File: config.mk
export PLATFORM = sky130hd
export DESIGN_NAME = height_tilt_rainbow_colormap
export DESIGN_NICKNAME = d
export VERILOG_FILES = /design/src/hw/rtl/htrc_pkg.sv /design/src/hw/rtl/height_tilt_rainbow_colormap.sv /design/src/hw/rtl/htrc_cfg_regs.sv /design/src/hw/rtl/htrc_div.sv
export SDC_FILE = /design/constraint.sdc
export NUM_CORES = 2
export LEC_CHECK = 0
export BUFFER_PORTS_ARGS = -buffer_cell sky130_fd_sc_hd__buf_2
export CORE_MARGIN = 2
export CORE_UTILIZATION = 60
export DETAILED_ROUTE_END_ITERATION = 16
export PLACE_DENSITY = 0.77
export SLEW_MARGIN = 25
export SYNTH_ARGS = -nofsm -noshare
export SYNTH_HDL_FRONTEND = slang
export SYNTH_SLANG_ARGS = --single-unit
File: constraint.sdc
create_clock -name clk -period 6.7 [get_ports clk]
set_input_delay 0.67 -clock clk [delete_from_list [all_inputs] [get_ports clk]]
set_output_delay 0.67 -clock clk [all_outputs]
set_load 0.02 [all_outputs]
File: src/hw/rtl/htrc_pkg.sv
package htrc_pkg;

  localparam int unsigned HEIGHT_W        = 32;
  localparam int unsigned COLUMN_W        = 12;
  localparam int unsigned LEVEL_W         = 32;
  localparam int unsigned COLOUR_W        = 8;
  localparam int unsigned SLOPE_FRAC_BITS = 16;
  localparam int unsigned CFG_INDEX_W     = 3;

  // Divider operands: the distance never exceeds the span, so both fit 32 bits
  localparam int unsigned DIV_W     = 32;
  localparam int unsigned DIV_REM_W = DIV_W + COLOUR_W;

  localparam logic [COLOUR_W-1:0] COLOUR_FULL = '1;
  localparam logic [COLOUR_W-1:0] COLOUR_NONE = '0;

  typedef enum logic [CFG_INDEX_W-1:0] {
    REG_VIOLET     = 3'd0,
    REG_BLUE       = 3'd1,
    REG_LIGHT_BLUE = 3'd2,
    REG_GREEN      = 3'd3,
    REG_YELLOW     = 3'd4,
    REG_RED        = 3'd5,
    REG_TILT_SLOPE = 3'd6
  } reg_index_t;

  typedef enum logic [1:0] {
    CH_RED   = 2'd0,
    CH_GREEN = 2'd1,
    CH_BLUE  = 2'd2
  } channel_t;

  typedef struct packed {
    logic                       op;
    logic signed [HEIGHT_W-1:0] height;
    logic [COLUMN_W-1:0]        column;
    logic                       restart;
  } in_beat_t;

  typedef struct packed {
    logic [COLOUR_W-1:0] red_out;
    logic [COLOUR_W-1:0] green_out;
    logic [COLOUR_W-1:0] blue_out;
  } out_beat_t;

  typedef struct packed {
    logic signed [LEVEL_W-1:0] violet_level;
    logic signed [LEVEL_W-1:0] blue_level;
    logic signed [LEVEL_W-1:0] light_blue_level;
    logic signed [LEVEL_W-1:0] green_level;
    logic signed [LEVEL_W-1:0] yellow_level;
    logic signed [LEVEL_W-1:0] red_level;
    logic signed [LEVEL_W-1:0] tilt_slope;
  } cfg_t;

  typedef struct packed {
    logic             start;
    logic [DIV_W-1:0] num;
    logic [DIV_W-1:0] den;
  } div_req_t;

  typedef struct packed {
    logic                busy;
    logic                done;
    logic [COLOUR_W-1:0] quo;
  } div_rsp_t;

endpackage

File: src/hw/rtl/height_tilt_rainbow_colormap.sv
// Rainbow colouring of a height image in two passes. Scan beats (op 0) keep the
// block idle and update the running minimum height (restart seeds it afresh).
// Colour beats (op 1) remove the column tilt, apply the minimum floor and map
// the height through the six levels to red, green and blue. A colour beat holds
// in_ready low while it steps through the tilt, subtract, correct and compare
// states, then a prepare state for each channel in turn; each channel that lands
// on a ramp also runs on the one shared restoring divider (eight quotient bits,
// one per cycle), and at most two channels of a beat land on a ramp. The result
// is then handed to an output register, so the next beat is taken while it waits
// for out_ready; a finished beat whose result finds that register still full
// holds in_ready low until out_ready frees it. The user must write levels and
// slope only while idle; the block itself does not enforce this.
module height_tilt_rainbow_colormap #(
  parameter int MAX_COLUMNS      = 4096,
  parameter int HEIGHT_FRAC_BITS = 8
) (
  input  logic                             clk,
  input  logic                             rst,
  input  logic                             in_valid,
  output logic                             in_ready,
  input  htrc_pkg::in_beat_t               in_data,
  output logic                             out_valid,
  input  logic                             out_ready,
  output htrc_pkg::out_beat_t              out_data,
  input  logic                             cfg_wr_en,
  input  logic [htrc_pkg::CFG_INDEX_W-1:0] cfg_index,
  input  logic [htrc_pkg::LEVEL_W-1:0]     cfg_data
);

  localparam int unsigned HW     = htrc_pkg::HEIGHT_W;
  localparam int unsigned CW     = htrc_pkg::COLUMN_W;
  localparam int unsigned PW     = htrc_pkg::LEVEL_W + CW + 1;
  localparam int unsigned XW     = PW + 1;
  localparam int unsigned SHIFT  = htrc_pkg::SLOPE_FRAC_BITS - HEIGHT_FRAC_BITS;
  localparam int unsigned MAXC_W = 17;

  localparam longint MIN_RAW = longint'(1000000) <<< HEIGHT_FRAC_BITS;
  localparam longint MIN_SAT = (MIN_RAW > 64'sd2147483647) ? 64'sd2147483647 : MIN_RAW;
  localparam logic signed [HW-1:0] MIN_RESET = HW'(MIN_SAT);

  localparam logic [MAXC_W-1:0] MAXC     = MAXC_W'(MAX_COLUMNS);
  localparam logic [CW-1:0]     COL_LAST = CW'(MAX_COLUMNS - 1);
  localparam logic signed [XW-1:0] ONE_H = XW'(64'd1 << HEIGHT_FRAC_BITS);

  typedef enum logic [6:0] {
    S_IDLE = 7'b0000001,
    S_TILT = 7'b0000010,
    S_SUB  = 7'b0000100,
    S_CORR = 7'b0001000,
    S_CMP  = 7'b0010000,
    S_PREP = 7'b0100000,
    S_DIV  = 7'b1000000
  } state_t;

  typedef struct packed {
    logic le_vi;
    logic lt_bl;
    logic lt_lb;
    logic lt_gr;
    logic lt_ye;
    logic lt_rd;
  } flags_t;

  state_t                               state;
  htrc_pkg::channel_t                   ch;
  htrc_pkg::cfg_t                       cfg;
  htrc_pkg::div_req_t                   div_req;
  htrc_pkg::div_rsp_t                   div_rsp;
  flags_t                               flags;
  logic signed [HW-1:0]                 min_height;
  logic signed [HW-1:0]                 h_in;
  logic [CW-1:0]                        col_q;
  logic signed [PW-1:0]                 prod;
  logic signed [XW-1:0]                 h_sub;
  logic signed [XW-1:0]                 h_cor;
  logic [htrc_pkg::COLOUR_W-1:0]        colour [3];
  logic [htrc_pkg::DIV_W-1:0]           num_q;
  logic [htrc_pkg::DIV_W-1:0]           den_q;
  logic                                 div_go;
  logic                                 done_hold;
  logic                                 in_fire;
  logic                                 out_load;
  logic                                 last_ch;
  logic [CW-1:0]                        col_c;
  logic signed [XW-1:0]                 min_x;
  logic signed [XW-1:0]                 vi_x, bl_x, lb_x, gr_x, ye_x, rd_x;
  logic                                 is_ramp;
  logic [htrc_pkg::COLOUR_W-1:0]        flat_val;
  logic signed [XW-1:0]                 na, nb, da, db;
  logic signed [XW-1:0]                 num_w, den_w;

  htrc_cfg_regs u_cfg (
    .clk   (clk),
    .rst   (rst),
    .wr_en (cfg_wr_en),
    .index (cfg_index),
    .data  (cfg_data),
    .cfg   (cfg)
  );

  htrc_div u_div (
    .clk (clk),
    .rst (rst),
    .req (div_req),
    .rsp (div_rsp)
  );

  assign in_ready = (state == S_IDLE) && !done_hold;
  assign in_fire  = in_valid && in_ready;
  assign out_load = done_hold && (!out_valid || out_ready);
  assign last_ch  = (ch == htrc_pkg::CH_BLUE);

  assign col_c = ({{(MAXC_W-CW){1'b0}}, in_data.column} >= MAXC) ? COL_LAST : in_data.column;

  assign min_x = XW'(min_height);
  assign vi_x  = XW'(cfg.violet_level);
  assign bl_x  = XW'(cfg.blue_level);
  assign lb_x  = XW'(cfg.light_blue_level);
  assign gr_x  = XW'(cfg.green_level);
  assign ye_x  = XW'(cfg.yellow_level);
  assign rd_x  = XW'(cfg.red_level);

  // Pick the ramp operands for the current channel: distance na - nb, span da - db
  always_comb begin
    is_ramp  = 1'b0;
    flat_val = htrc_pkg::COLOUR_NONE;
    na = h_cor;
    nb = h_cor;
    da = h_cor;
    db = h_cor;
    case (ch)
      htrc_pkg::CH_RED: begin
        if (flags.le_vi) begin
          flat_val = htrc_pkg::COLOUR_FULL;
        end else if (flags.lt_bl) begin
          is_ramp = 1'b1;
          na = bl_x; nb = h_cor; da = bl_x; db = vi_x;
        end else if (flags.lt_gr) begin
          flat_val = htrc_pkg::COLOUR_NONE;
        end else if (flags.lt_ye) begin
          is_ramp = 1'b1;
          na = h_cor; nb = gr_x; da = ye_x; db = gr_x;
        end else begin
          flat_val = htrc_pkg::COLOUR_FULL;
        end
      end
      htrc_pkg::CH_GREEN: begin
        if (flags.lt_bl) begin
          flat_val = htrc_pkg::COLOUR_NONE;
        end else if (flags.lt_lb) begin
          is_ramp = 1'b1;
          na = h_cor; nb = bl_x; da = lb_x; db = bl_x;
        end else if (flags.lt_ye) begin
          flat_val = htrc_pkg::COLOUR_FULL;
        end else if (flags.lt_rd) begin
          is_ramp = 1'b1;
          na = rd_x; nb = h_cor; da = rd_x; db = ye_x;
        end else begin
          flat_val = htrc_pkg::COLOUR_NONE;
        end
      end
      htrc_pkg::CH_BLUE: begin
        if (flags.lt_lb) begin
          flat_val = htrc_pkg::COLOUR_FULL;
        end else if (flags.lt_gr) begin
          is_ramp = 1'b1;
          na = gr_x; nb = h_cor; da = gr_x; db = lb_x;
        end else begin
          flat_val = htrc_pkg::COLOUR_NONE;
        end
      end
      default: begin
        flat_val = htrc_pkg::COLOUR_NONE;
      end
    endcase
    num_w = na - nb;
    den_w = da - db;
  end

  assign div_req.start = div_go;
  assign div_req.num   = num_q;
  assign div_req.den   = den_q;

  always_ff @(posedge clk) begin
    if (rst) begin
      state      <= S_IDLE;
      ch         <= htrc_pkg::CH_RED;
      min_height <= MIN_RESET;
      div_go     <= 1'b0;
      done_hold  <= 1'b0;
      out_valid  <= 1'b0;
    end else begin
      div_go <= 1'b0;
      if (out_load) begin
        out_valid <= 1'b1;
        done_hold <= 1'b0;
      end else if (out_ready) begin
        out_valid <= 1'b0;
      end
      case (state)
        S_IDLE: begin
          if (in_fire) begin
            if (in_data.op) begin
              state <= S_TILT;
            end else if (in_data.restart || (in_data.height < min_height)) begin
              min_height <= in_data.height;
            end
          end
        end
        S_TILT: state <= S_SUB;
        S_SUB:  state <= S_CORR;
        S_CORR: state <= S_CMP;
        S_CMP: begin
          ch    <= htrc_pkg::CH_RED;
          state <= S_PREP;
        end
        S_PREP: begin
          if (is_ramp) begin
            div_go <= 1'b1;
            state  <= S_DIV;
          end else if (last_ch) begin
            done_hold <= 1'b1;
            state     <= S_IDLE;
          end else begin
            ch <= htrc_pkg::channel_t'(ch + 1'b1);
          end
        end
        S_DIV: begin
          if (div_rsp.done) begin
            if (last_ch) begin
              done_hold <= 1'b1;
              state     <= S_IDLE;
            end else begin
              ch    <= htrc_pkg::channel_t'(ch + 1'b1);
              state <= S_PREP;
            end
          end
        end
        default: state <= S_IDLE;
      endcase
    end
  end

  // Datapath registers
  always_ff @(posedge clk) begin
    if (in_fire) begin
      h_in  <= in_data.height;
      col_q <= col_c;
    end
    if (state == S_TILT) begin
      prod <= cfg.tilt_slope * $signed({1'b0, col_q});
    end
    if (state == S_SUB) begin
      h_sub <= XW'(h_in) - XW'(prod >>> SHIFT);
    end
    if (state == S_CORR) begin
      if (h_in == min_height) begin
        h_cor <= XW'(h_in);
      end else if (h_sub < min_x) begin
        h_cor <= min_x + ONE_H;
      end else begin
        h_cor <= h_sub;
      end
    end
    if (state == S_CMP) begin
      flags.le_vi <= (h_cor <= vi_x);
      flags.lt_bl <= (h_cor < bl_x);
      flags.lt_lb <= (h_cor < lb_x);
      flags.lt_gr <= (h_cor < gr_x);
      flags.lt_ye <= (h_cor < ye_x);
      flags.lt_rd <= (h_cor < rd_x);
    end
    if (state == S_PREP) begin
      num_q <= num_w[htrc_pkg::DIV_W-1:0];
      den_q <= den_w[htrc_pkg::DIV_W-1:0];
      if (!is_ramp) begin
        colour[ch] <= flat_val;
      end
    end
    if ((state == S_DIV) && div_rsp.done) begin
      colour[ch] <= div_rsp.quo;
    end
    if (out_load) begin
      out_data.red_out   <= colour[htrc_pkg::CH_RED];
      out_data.green_out <= colour[htrc_pkg::CH_GREEN];
      out_data.blue_out  <= colour[htrc_pkg::CH_BLUE];
    end
  end

  a_div_start_free: assert property (@(posedge clk) disable iff (rst)
    div_req.start |-> !div_rsp.busy)
    else $error("divider started while busy");

  a_done_in_div: assert property (@(posedge clk) disable iff (rst)
    div_rsp.done |-> (state == S_DIV))
    else $error("divider finished outside the divide step");

  a_scan_stays_idle: assert property (@(posedge clk) disable iff (rst)
    (in_fire && !in_data.op) |=> (state == S_IDLE))
    else $error("scan beat started a colour sequence");

  a_out_from_hold: assert property (@(posedge clk) disable iff (rst)
    $rose(out_valid) |-> $past(done_hold))
    else $error("result presented without a finished colour beat");

  a_channel_range: assert property (@(posedge clk) disable iff (rst)
    (ch == htrc_pkg::CH_RED) || (ch == htrc_pkg::CH_GREEN) || (ch == htrc_pkg::CH_BLUE))
    else $error("channel counter out of range");

endmodule

File: src/hw/rtl/htrc_cfg_regs.sv
module htrc_cfg_regs (
  input  logic                                clk,
  input  logic                                rst,
  input  logic                                wr_en,
  input  logic [htrc_pkg::CFG_INDEX_W-1:0]    index,
  input  logic [htrc_pkg::LEVEL_W-1:0]        data,
  output htrc_pkg::cfg_t                      cfg
);

  always_ff @(posedge clk) begin
    if (rst) begin
      cfg <= '0;
    end else if (wr_en) begin
      case (index)
        htrc_pkg::REG_VIOLET:     cfg.violet_level     <= data;
        htrc_pkg::REG_BLUE:       cfg.blue_level       <= data;
        htrc_pkg::REG_LIGHT_BLUE: cfg.light_blue_level <= data;
        htrc_pkg::REG_GREEN:      cfg.green_level      <= data;
        htrc_pkg::REG_YELLOW:     cfg.yellow_level     <= data;
        htrc_pkg::REG_RED:        cfg.red_level        <= data;
        htrc_pkg::REG_TILT_SLOPE: cfg.tilt_slope       <= data;
        default: ; // drop writes beyond the register list
      endcase
    end
  end

endmodule

File: src/hw/rtl/htrc_div.sv
module htrc_div (
  input  logic               clk,
  input  logic               rst,
  input  htrc_pkg::div_req_t req,
  output htrc_pkg::div_rsp_t rsp
);

  localparam int unsigned QW  = htrc_pkg::COLOUR_W;
  localparam int unsigned RW  = htrc_pkg::DIV_REM_W;
  localparam int unsigned CNW = $clog2(QW);

  logic [RW-1:0]  rem;
  logic [RW-1:0]  dsh;
  logic [QW-1:0]  quo;
  logic [CNW-1:0] cnt;
  logic           busy;
  logic           done;
  logic           fits;
  logic [RW-1:0]  num_x;

  // 255 * num as a shift and subtract
  assign num_x = (RW'(req.num) << QW) - RW'(req.num);
  assign fits  = (rem >= dsh);

  always_ff @(posedge clk) begin
    if (rst) begin
      busy <= 1'b0;
      done <= 1'b0;
      cnt  <= '0;
    end else begin
      done <= 1'b0;
      if (req.start && !busy) begin
        busy <= 1'b1;
        cnt  <= CNW'(QW - 1);
      end else if (busy) begin
        cnt <= cnt - 1'b1;
        if (cnt == '0) begin
          busy <= 1'b0;
          done <= 1'b1;
        end
      end
    end
  end

  // One quotient bit a cycle, divisor walking down from its top alignment
  always_ff @(posedge clk) begin
    if (req.start && !busy) begin
      rem <= num_x;
      dsh <= RW'(req.den) << (QW - 1);
      quo <= '0;
    end else if (busy) begin
      if (fits) begin
        rem <= rem - dsh;
      end
      dsh <= dsh >> 1;
      quo <= {quo[QW-2:0], fits};
    end
  end

  assign rsp.busy = busy;
  assign rsp.done = done;
  assign rsp.quo  = quo;

endmodule
# After elaboration in Yosys (flattened, before gate mapping)
# Memory sizes are Yosys's and may differ from the RTL's. A register that Yosys moved wholly into a read port is not among the register bits.
# Index checks and enable logic that the tools add are counted.
[totals] ff_bits=611 ram_bits=24 out_inout_bits=26 wordCells=197 n_memories=1
[op_classes] addsub=8 n_mul=1 order_cmp=9 n_eq_ne=21 n_mux=90 bitwise_logic=4 reduce_logical=30
[mem_list] name="colour" depth=3 word_bits=8 rd=3 rd_ports_with_merged_regs=3 write_ports=1 line_no="height_tilt_rainbow_colormap.sv:76" source="logic [htrc_pkg::COLOUR_W-1:0] colour [3];"
[op_table] cell="2-to-1 mux 32 bit" n=28
[op_table] cell="one-hot mux 32 bit (3 select lines)" n=3
[op_table] cell="less-than comparator 46 x 32 -> 1 bit" n=6
[op_table] cell="2-to-1 mux 40 bit" n=3
[op_table] cell="2-to-1 mux 46 bit" n=2
[op_table] cell="2-to-1 mux 39 bit" n=2
[op_table] cell="2-to-1 mux 8 bit" n=9
[op_table] cell="one-hot mux 32 bit (2 select lines)" n=1
[op_table] cell="subtractor 32 bit" n=2
[op_table] cell="one-hot mux 7 bit (7 select lines)" n=1
[op_table] cell="<= comparator 46 x 32 -> 1 bit" n=1
[op_table] cell="multiplier 32 x 13 -> 45 bit" n=1
[op_table] cell="greater-or-equal comparator 40 x 39 -> 1 bit" n=1
[op_table] cell="subtractor 40 x 32 -> 40 bit" n=1
[op_table] cell="subtractor 40 x 39 -> 40 bit" n=1
[op_table] cell="subtractor 32 x 37 -> 38 bit" n=1
[op_table] cell="2-to-1 mux 7 bit" n=5
[op_table] cell="adder 32 x 10 -> 33 bit, second input constant" n=1
[op_table] cell="== test 32 bit" n=1
[op_table] cell="less-than comparator 32 bit" n=1
[op_table] cell="2-to-1 mux 1 bit" n=26
[op_table] cell="one-hot mux 8 bit (3 select lines)" n=1
[op_table] cell="AND reduction 2 bit" n=8
[op_table] cell="== test 3 bit, second input constant" n=3
[op_table] cell="35 further kinds" n=54

# Longest topological paths before layout
[depth] ltp_word=9 mapped_depth=23 ltp_nobuf=22

# Cells and area by module
# Synthesis repeated with hierarchy kept, for this count alone.
[hier_totals] cells_unflattened=6906 hier_area_um2=60145.2
[by_module_without_submodules] module="height_tilt_rainbow_colormap" n_inst=1 cells_per_inst=5185 area_each_um2=43526.7 seq_area_each_um2=9138.8
[by_module_without_submodules] module="htrc_cfg_regs" n_inst=1 cells_per_inst=770 area_each_um2=8695.8 seq_area_each_um2=4484.3
[by_module_without_submodules] module="htrc_div" n_inst=1 cells_per_inst=951 area_each_um2=7922.6 seq_area_each_um2=2562.5

# Least setup slack after synthesis
# OpenSTA, ideal clock, no wires.
[synth_path] path_type="register to register" start="register col_q[3]" end="register prod[35], data pin" t_arrival_ps=5811 required_ps=6442 path_slack_ps=632 path_stages_with_launch=23 cell_sequence="edfxtp_1 -> clkbuf_1 -> and2_1 -> fa_1 -> inv_1 -> fa_1 -> inv_1 -> fa_1 -> inv_1 -> fa_1 -> fa_1 -> inv_1 -> ha_1 -> a2111oi_0 -> o21ai_1 -> a32oi_1 -> o211ai_1 -> o21ai_1 -> a31oi_1 -> a211oi_1 -> o21bai_1 -> a21oi_1 -> xnor2_1"
[synth_via] elab_chain_len=1
[synth_lines] element="start, declared" line_no="height_tilt_rainbow_colormap.sv:72" source="logic [CW-1:0] col_q;"
[synth_lines] element="start signal, assigned" line_no="height_tilt_rainbow_colormap.sv:248" source="col_q <= col_c;"
[synth_lines] element="multiplier 32 x 13 -> 45 bit" line_no="height_tilt_rainbow_colormap.sv:251" source="prod <= cfg.tilt_slope * $signed({1'b0, col_q});"
[synth_lines] element="end signal, assigned" line_no="height_tilt_rainbow_colormap.sv:251"
[synth_lines] element="end, declared" line_no="height_tilt_rainbow_colormap.sv:73" source="logic signed [PW-1:0] prod;"
# No other way between the ends.
# A chain may end at the register's enable or synchronous reset.

# Worst setup path in the final report
[layout_path] start="register col_q[2]" end="register prod[43], data pin"
# The elaborated chain is that of the path after synthesis.

==> impl_metrics.csv <==
group,metric,value,unit
run_status,status,"completed",
logic_synthesis,syn_nets,8000,
timing,fmax,155,MHz
die,die_y,316,um
timing,period_minus_slack,6450,ps
pwr,swShare,29.0,%
logic_synthesis,synthCells,7017,
clock_network,clock_sink_count,635,
timing,hold_viol_final,0,
worst_setup_path,arrival,6890,ps
logic_synthesis,syn_area_per_cell,8.33,um2
logic_synthesis,yosysSeqAreaShare,27.7,%
clock_network,clockBufferDepth,3,
die,die-area,99900,um2
cells_and_area,fillers,8030,
die,io_pins,112,
grt,gr-total-overflow,0,
pwr,p_leak,26.2,nW
cells_and_area,mostFrequentLayoutCells,"nand2_1 (1022), inv_1 (863), a21oi_1 (815)",
clock_network,cts-root-buf,"clkbuf_16",
logic_synthesis,synthDistinctLibCells,88,
worst_hold_path,holdPathStages,1,
worst_setup_path,cp_max_fo,4,
worst_setup_path,endpoint_kind,"flop",
pwr,switchingPower,3.02,mW
timing,maxSlewHeadroom,25.7,%
clock_network,cts_tree,"done",
die,start_util,60.5,%
placement,place_area,60300,um2
logic_synthesis,synth-main-ff-cell,"edfxtp_1",
grt,grtUsageTotal,37.9,%
logic_synthesis,synth-edff-count,347,
pwr,clockPowerShare,42.4,%
timing,fin_crit_sh,96.3,%
placement,dp_hpwl,142000,um
clock_network,clock_latency,690,ps
drt,first_pass_iters,8,
clock_network,clk_pin_slew,60,ps
drt,final_antenna_net_count,0,
drt,vias_per_cell,6.35,
pwr,p_int,7.39,mW
pwr,vdd_drop_max,0.185,mV
clock_network,htree_levels,3,
cells_and_area,seqCellArea,16200,um2
worst_setup_path,worst_setup_path_start_kind,"flop",
pwr,p_seq_share,42.3,%
drt,first_iter_violations,6277,
cells_and_area,areaGrowthSynthToFinish,7.96,%
cells_and_area,drive_gt1_share,6.32,%
cells_and_area,final_nets,7927,
die,num_rows,114,
grt,grt_pass1_vias,51200,
worst_setup_path,crit_required,7140,ps
grt,grt_max_degree,80,
drt,via_count,52600,
drt,wl_per_cell,22.9,um
logic_synthesis,ys_ff_latch,635,
timing,finClkSkew,59.3,ps
worst_setup_path,r2r_cells,22,
run,drv_cap,0,
cells_and_area,multi_input_area,37800,um2
worst_setup_path,worstSetupPathType,"flop to flop",
die,fp.dieW,316,um
timing,tightest_slew,1110,ps
placement,port_buffers,111,
grt,grt_pass1_wl,293000,um
pwr,power_density,165,nW/um2
grt,antenna_found_initial,4,
logic_synthesis,synth_area,58500,um2
placement,routabilityCongestion,1.01,
pwr,pwr-share-comb,15.3,%
timing,setup_violations,0,
timing,maxSlewViolCount,0,
logic_synthesis,synthArstFlopShare,0,%
drt,drc,0,
timing,holdWs,178,ps
worst_hold_path,hold_path.class,"primary input to flop",
cells_and_area,mostFrequentLayoutCell,"nand2_1",
logic_synthesis,synth_warnings,0,
drt,routed_wl,190000,um
cells_and_area,utilization,65.3,%
clock_network,numCtsBuffers,75,
cells_and_area,final_cell_area,63100,um2
die,core,96600,um2
pwr,power,10.4,mW
power by group through the flow:
stage               registers (mW)  logic, mW  clock network (mW)
floorplan                     4.41       1.06                   0
global placement              4.48       1.50                   0
detailed placement            4.48       1.54                   0
CTS                           4.40       1.56                4.44
global route                  4.41       1.74                4.59
finish                        4.41       1.59                4.42
flip-flops by register name (all words and copies together) (netlist names), 32 cells and up:
| register | cells |
|---|---|
| num_q | 32 |
| h_in | 32 |
| min_height | 32 |
| prod | 37 |
| den_q | 32 |
| u_div.rem | 40 |
| h_sub | 38 |
| u_cfg.cfg | 224 |
| u_div.dsh | 39 |
| h_cor | 38 |
synthesized netlist by cell type (68+ instances only):
library cell	number	area, um2
nand2b_1	70	438
xnor2_1	167	1460
nand2_1	1025	3850
a211oi_1	85	638
nor2_1	302	1130
clkbuf_1	336	1260
fa_1	341	6830
dfxtp_1	288	5770
nand3_1	83	415
a21boi_0	73	548
a221oi_1	95	832
o21ai_0	319	1600
a21o_1	160	1200
and2_1	189	1180
nor3_1	98	490
a21oi_1	817	4090
nand4_1	80	500
xor2_1	68	596
inv_1	864	3240
ha_1	556	6960
edfxtp_1	347	10400
cell families after synthesis:
| group | share of synthesized area, % |
|---|---|
| AO/OA/AOI/OAI | 20.6 |
| AND/OR/NAND/NOR | 15.7 |
| flip-flops | 27.7 |
| XOR/XNOR | 3.52 |
| adder cells (fa/ha/maj) | 23.6 |
| multiplexers | 0.957 |
| buffers and inverters | 8.03 |
worst max-delay path, cell delays in order (launching register included):
cell and delay (ps):
edfxtp_1 420, and2_1 200, fa_1 510, inv_1 60
fa_1 520, inv_1 50, fa_1 490, inv_1 50
fa_1 490, fa_1 560, inv_1 50, ha_1 360
a2111oi_2 420, o21ai_2 130, a32oi_2 280, o211ai_1 210
buf_4 200, o211ai_1 180, o211ai_1 200, o41ai_2 390
o21bai_1 160, buf_4 160, xor2_1 130
final timing paths:
check                from           to  slack (ps)
max              col_q[2]     prod[43]         250
min            in_data[5]     col_q[4]         180
max reg2reg      col_q[2]     prod[43]         250
min reg2reg  colour[2][1]  out_data[1]         410
metal layers:
layer / track usage [%] / part of all wire, %
met5: 0 / 0
met4: 21.9 / 6.8
met3: 8.04 / 10
met2: 61.1 / 45
met1: 47.2 / 37
timing repair:
action	in CTS	in global routing
resized for setup	1	11
setup buffers	0	5
hold buffers	0	0
endpoints found under the setup margin	1	8
pin swaps	0	6
area by class of cell:
class	instances	share of cell area (%)
clock inverter	39	0.801
timing repair buffer	231	2.51
multi-input combinational	5135	59.9
clock buffer	101	3.46
tap	1276	2.53
inverter	866	5.15
sequential	635	25.7
antenna	4	0.0159
per-stage QoR:
step	TNS [ps]	cells	setup slack (ps)
floorplan	0	7017	632
global placement	0	8135	248
detailed placement	-33.5	8138	-33.5
CTS	0	8278	52.4
global route	-112	8285	-61.0
finish	0	8287	249
No activity file was read; power rests on OpenSTA's default activity.
